File: src/hdl/sbo_pkg.sv
// Shared types and constants for the segment versus obstacle-box checker.
package sbo_pkg;

  // Register indexes on the configuration channel.
  localparam logic [7:0] CFG_OBSTACLE_COUNT = 8'd0;
  localparam logic [7:0] CFG_EPSILON        = 8'd1;

  // Input kind carried on s_tuser.
  localparam logic MODE_BOX_WRITE = 1'b0;
  localparam logic MODE_QUERY     = 1'b1;

  // Digit width of the digit-serial multiplier.
  localparam int DIGIT_W = 16;

  typedef enum logic [2:0] {
    ST_IDLE,
    ST_READ,
    ST_MUL_GO,
    ST_MUL_WAIT,
    ST_EVAL,
    ST_PUT
  } state_t;

  typedef enum logic [1:0] {
    KIND_VERTICAL,
    KIND_HORIZONTAL,
    KIND_SLOPE
  } kind_t;

endpackage

File: src/hdl/sbo_mul.sv
// Digit-serial signed multiplier, one digit of the second operand per cycle.
module sbo_mul #(
  parameter int OPW = 33
) (
  input  logic                    clk,
  input  logic                    rst,
  input  logic                    start,
  input  logic signed [OPW-1:0]   a,
  input  logic signed [OPW-1:0]   b,
  output logic                    done,
  output logic signed [2*OPW-1:0] prod
);
  import sbo_pkg::*;

  localparam int ND  = (OPW + DIGIT_W - 1) / DIGIT_W;
  localparam int BW  = ND * DIGIT_W;
  localparam int ACW = OPW + BW;
  localparam int PW  = 2 * OPW;
  localparam int CNW = $clog2(ND + 1);

  logic [OPW-1:0]         a_mag;
  logic [BW-1:0]          b_sh;
  logic [ACW-1:0]         acc;
  logic [CNW-1:0]         cnt;
  logic                   run;
  logic                   neg;
  logic [OPW+DIGIT_W-1:0] partial;
  logic [PW-1:0]          mag_out;

  function automatic logic [OPW-1:0] magn(input logic signed [OPW-1:0] v);
    return v[OPW-1] ? (~v + 1'b1) : v;
  endfunction

  assign partial = a_mag * b_sh[BW-1 -: DIGIT_W];
  assign mag_out = acc[PW-1:0];
  assign prod    = neg ? -$signed(mag_out) : $signed(mag_out);

  always_ff @(posedge clk) begin
    if (rst) begin
      run  <= 1'b0;
      done <= 1'b0;
      cnt  <= '0;
    end else begin
      done <= run && (cnt == CNW'(1));
      if (start) begin
        run   <= 1'b1;
        cnt   <= CNW'(ND);
        a_mag <= magn(a);
        b_sh  <= BW'(magn(b));
        acc   <= '0;
        neg   <= a[OPW-1] ^ b[OPW-1];
      end else if (run) begin
        acc  <= (acc << DIGIT_W) + ACW'(partial);
        b_sh <= b_sh << DIGIT_W;
        cnt  <= cnt - 1'b1;
        if (cnt == CNW'(1)) begin
          run <= 1'b0;
        end
      end
    end
  end

endmodule

File: config.mk
export PLATFORM = sky130hd
export DESIGN_NAME = sbo_mul
export DESIGN_NICKNAME = d
export VERILOG_FILES = /design/src/hdl/sbo_pkg.sv /design/src/hdl/sbo_mul.sv
export SDC_FILE = /design/constraint.sdc
export NUM_CORES = 2
export LEC_CHECK = 0
export BUFFER_PORTS_ARGS = -buffer_cell sky130_fd_sc_hd__buf_2
export CORE_MARGIN = 3
export CORE_UTILIZATION = 30
export CTS_BUF_LIST = sky130_fd_sc_hd__clkbuf_16
export DETAILED_ROUTE_END_ITERATION = 12
export GPL_TIMING_DRIVEN = 0
export SLEW_MARGIN = 20
export SYNTH_ARGS = -nofsm -noshare
export SYNTH_HDL_FRONTEND = slang
export SYNTH_SLANG_ARGS = --single-unit
File: constraint.sdc
create_clock -name clk -period 8.1 [get_ports clk]
set_clock_uncertainty 0.1 [all_clocks]
set_input_delay 0.81 -clock clk [delete_from_list [all_inputs] [get_ports clk]]
set_output_delay 0.81 -clock clk [all_outputs]
set_load 0.05 [all_outputs]
# ---- Yosys cells after proc, flatten, opt, wreduce, memory -nomap -nowiden
# Index checks and enable logic that the tools add are counted.
dict set report op_classes {
  muxes 11
  bitwise_logic 4
  n_eq_ne 1
  n_addsub 5
  reduce_logical 4
  n_mul 1
}
# operator n
set op_table {}
lappend op_table {{$mux W66} 2}
lappend op_table {{$add A33 B1 Y33 const B} 2}
lappend op_table {{$add A66 B49 Y66} 1}
lappend op_table {{$mux W33} 2}
lappend op_table {{$neg A66 Y66} 1}
lappend op_table {{$not A33 Y33} 2}
lappend op_table {{$mul A33 B16 Y49} 1}
lappend op_table {{$mux W48} 1}
lappend op_table {{$mux W32} 1}
lappend op_table {{$mux W2} 2}
lappend op_table {{$reduce_and A2 Y1} 2}
lappend op_table {{$mux W1} 3}
lappend op_table {{$eq A2 B1 Y1 const B} 1}
lappend op_table {{$reduce_bool A2 Y1} 1}
lappend op_table {{$sub A2 B1 Y2 const B} 1}
lappend op_table {{$logic_and A1 B1 Y1} 1}
lappend op_table {{$not A1 Y1} 1}
lappend op_table {{$xor A1 B1 Y1} 1}
dict set report word_totals {
  inputBits 69
  word_cells 35
  reg_bits 152
  out_inout_bits 67
}

# ---- Logic depth before layout (Yosys ltp)
dict set report logic_depth {
  word_depth 4
  depth_mapped 26
}

# ---- Worst setup path after synthesis
# Ideal clock, no wire load.
dict set report synth_path {
  kind {in2reg}
  startpoint {in start}
  endpoint {reg acc[0], enable pin}
  path_buffers 2
  required_ns 7.412
  t_arrival_ns 6.186
  slack_ns 1.226
  cell_stages 4
  path_cell_list {clkbuf_1 clkbuf_1 nor2_1 nor2_1}
}
dict set report synth_via {
  elab_chain_cells 2
}
# element line
set synth_rtl {}
lappend synth_rtl {{start: declaration} sbo_mul.sv:7} ;# input logic start,
lappend synth_rtl {{$reduce_bool A2 Y1 (no source line)} --}
lappend synth_rtl {{$reduce_and A2 Y1 (no source line)} --}
lappend synth_rtl {{end signal: assignment} sbo_mul.sv:53} ;# acc <= (acc << DIGIT_W) + ACW'(partial);
lappend synth_rtl {{end: declaration} sbo_mul.sv:23} ;# logic [ACW-1:0] acc;
# No other way between the ends.
# A chain may end at the register's enable or synchronous reset.

# ---- Worst setup path in the final report
dict set report layout_path {
  startpoint {reg a_mag[0]}
  endpoint {reg acc[54], data pin}
}
dict set report layout_via {
  elab_chain_cells 3
}
# element line
set layout_rtl {}
lappend layout_rtl {{start: declaration} sbo_mul.sv:21} ;# logic [OPW-1:0] a_mag;
lappend layout_rtl {{start signal: assignment} sbo_mul.sv:48} ;# a_mag <= magn(a);
lappend layout_rtl {{$mul A33 B16 Y49} sbo_mul.sv:34} ;# assign partial = a_mag * b_sh[BW-1 -: DIGIT_W];
lappend layout_rtl {{$add A66 B49 Y66} sbo_mul.sv:53}
lappend layout_rtl {{$mux W66} sbo_mul.sv:52} ;# end else if (run) begin
# No other way between the ends. The select of a mux whose other input is x is not followed.

==> flow_summary.json <==
{
  "status": "finished, final reports clean",
  "timing.fmax_mhz": 127.4,
  "synth_adder_area_share": 0.4156,
  "fin_crit_sh": 0.9694,
  "num_vias": 21070,
  "initial_core_util": 0.3048,
  "path_max_fanout": 10,
  "viasPerCell": 4.915,
  "synth-edff-count": 148,
  "drive_gt1_frac": 0.09425,
  "drtIter0Drc": 1860,
  "port_buffers": 135,
  "die_h_um": 304.0,
  "synth_top_family_by_area": "adder cells",
  "path_clk_slew_ps": 80,
  "grt_pass1_vias": 21600,
  "worst_setup_path_end_kind": "flop",
  "synth_warnings": 0,
  "crit_path_start_kind": "flop",
  "seq_area_frac_synth": 0.1698,
  "worstHoldEndpoint": "done",
  "synth_cell_types": 64,
  "routedWlPerCell_um": 21.37,
  "worstReg2RegEnd": "acc[54]",
  "min_from": "run",
  "io_pins": 136,
  "layout.nets": 3792,
  "grt_overflow_total": 0,
  "hold_viol_final": 0,
  "synth-simple-area-share": 0.1722,
  "synth_xor_area_frac": 0.05456,
  "hpwlAfterDp_um": 76870,
  "synth_most_common_cell": "inv_1",
  "maxSlewHeadroom": 0.3253,
  "syn_area_mm2": 0.02665,
  "die_area_mm2": 0.09243,
  "track_usage": 0.2004,
  "ff_latch_area_mm2": 0.004524,
  "dr.pass1.iters": 5,
  "slew_viol_final": 0,
  "clk_latency_ps": 490,
  "synth_mux_area_frac": 0.002864,
  "hold_depth": 2,
  "r2r_setup_slack_ps": 250,
  "grt_max_degree": 29,
  "syn-num-nets": 3615,
  "areaGrowthSynthToFinish_pct": 11.96,
  "hold_buffers": 0,
  "clockBufferDepth": 2,
  "cts_buffers": 17,
  "crit_type": "flop to flop",
  "synthTopCellsByArea": "fa_1 (35%), edfxtp_1 (17%), inv_1 (8.6%)",
  "fillerInstances": 9015,
  "synth_compound_area_frac": 0.07813,
  "finalSetupTns_ps": 0,
  "async_flop_share": 0,
  "rows": 108,
  "yosys.area.top_type": "fa_1",
  "drc_errors": 0,
  "synth_top_area_frac": 0.3493,
  "post-route-min-period_ps": 7852,
  "cts_tree": "done",
  "cap_viol_max_count": 0,
  "setup_viol": 0,
  "grt_pass1_wl_um": 139400,
  "core_mm2": 0.08743,
  "tightest_slew_ps": 1012,
  "clock-sinks": 152,
  "cts_root_buf": "clkbuf_16",
  "antenna_found_initial": 6,
  "syn_inst": 2940,
  "synth_common_cells": "inv_1 (607), fa_1 (465), nand2_1 (398)",
  "drt-total-wl_um": 91610,
  "ant_nets": 0,
  "r2r_cells": 21,
  "hold_class": "flop to flop",
  "multiInputGateArea_mm2": 0.01931,
  "die_x_um": 304.0,
  "cts-htree-levels": 4,
  "crit_required_ps": 8250,
  "cp.arrival_ps": 8000,
  "yosys_register_bits": 152,
  "rr_startpoint": "a_mag[0]",
  "synth_flop_cell": "edfxtp_1",
  "syn_area_per_cell_um2": 9.064,
  "place_congestion": 0.9542
}
## metal layers
| metal | track usage | vias to the layer above | share of wire |
|---|---|---|---|
| li1 | - | 9464 | - |
| met2 | 0.3134 | 915 | 0.45 |
| met1 | 0.2795 | 10560 | 0.43 |
| met5 | 0 | - | 0.00014 |
| met3 | 0.04433 | 132 | 0.092 |
| met4 | 0.05518 | 2 | 0.029 |
## critical path, cell delays in order, from the launching register on
cell and delay [ps]:
edfxtp_1 600, clkbuf_1 600, nand2_1 160, fa_1 480
fa_1 500, inv_1 50, fa_1 530, fa_1 450
fa_1 500, inv_1 60, fa_1 530, inv_1 90
ha_1 400, nand4_1 190, or3_1 400, or3_1 300
o211ai_1 350, a21oi_2 190, a21oi_1 330, a31o_2 260
o2bb2ai_1 170, mux2_2 360
## how the worst max path moves through the flow
stage	end	startpoint	slack, ps	cells after the start
after detailed placement	acc[63]	b_sh[41]	-810	23
after global routing	acc[63]	a_mag[0]	-1	22
after floorplan	acc[0]	start	1230	4
after CTS	acc[54]	a_mag[7]	30	23
after global placement	acc[0]	start	-1870	5
final	acc[54]	a_mag[0]	250	21
## cell usage in the layout (no fill, tap or decap), drive strengths merged, types with 14 or more instances in the layout
cell type and count:
inv 612, fa 465, nand2 398, and2 222, buf 170, clkbuf 151, edfxtp 148, ha 141
xnor2 121, nor2 112, a21oi 88, o21ai 85, xor2 45, o31ai 45, nand3 29, nor2b 28
or3 26, a21o 24, nand4 22, nor3 22, or4 21, and3 18, o41ai 18, o21bai 14
## per-stage QoR
step | worst slack, ps | hold slack [ps] | utilization | area [um2] | instances
floorplan | 1226 | 367.0 | - | 26650 | 2940
global placement | -1873 | 407.2 | 0.3290 | 28770 | 4230
detailed placement | -809.6 | 393.1 | 0.3305 | 28890 | 4235
CTS | 30.70 | 408.0 | 0.3394 | 29670 | 4277
global route | -1.423 | 447.6 | 0.3412 | 29830 | 4285
finish | 247.7 | 411.9 | 0.3412 | 29830 | 4287
## flip-flops by register name, summed over array words and instances, names as in the netlist
| register | cells |
|---|---|
| a_mag | 33 |
| acc | 66 |
| b_sh | 48 |
| cnt | 2 |
| done | 1 |
| neg | 1 |
| run | 1 |
## cell families (layout without fill, tap and decap cells)
kind of cell               after synthesis  count (layout)
xor gates and xnor gates               166             166
AOI/OAI and AO/OA                      322             322
buffers and inverters                  753             943
DFF                                    152             152
and+or+nand+nor                        934             934
muxes                                    7               7
adders and majority gates              606             606
other                                    0               2
## final cells by class
| cell class | count | area share |
|---|---|---|
| multi-input cells | 2035 | 0.6472 |
| flip-flops and latches | 152 | 0.1516 |
| inverters | 607 | 0.07637 |
| well taps | 1155 | 0.04844 |
| repair buffers | 160 | 0.03422 |
| plain buffers | 144 | 0.02139 |
| clock buffers | 17 | 0.01426 |
| clock inverters | 15 | 0.006291 |
| diodes | 2 | 0.0001677 |
## repair_timing
action                                  4_1_cts  5_1_grt
setup buffers                                11        9
gates resized for setup                      29       66
pin swaps                                     0        1
endpoints found under the setup margin       20       17
Power is left out: the tool's default activity adds up to more than one toggle a clock period on the data nets, which glitch-free logic cannot reach.
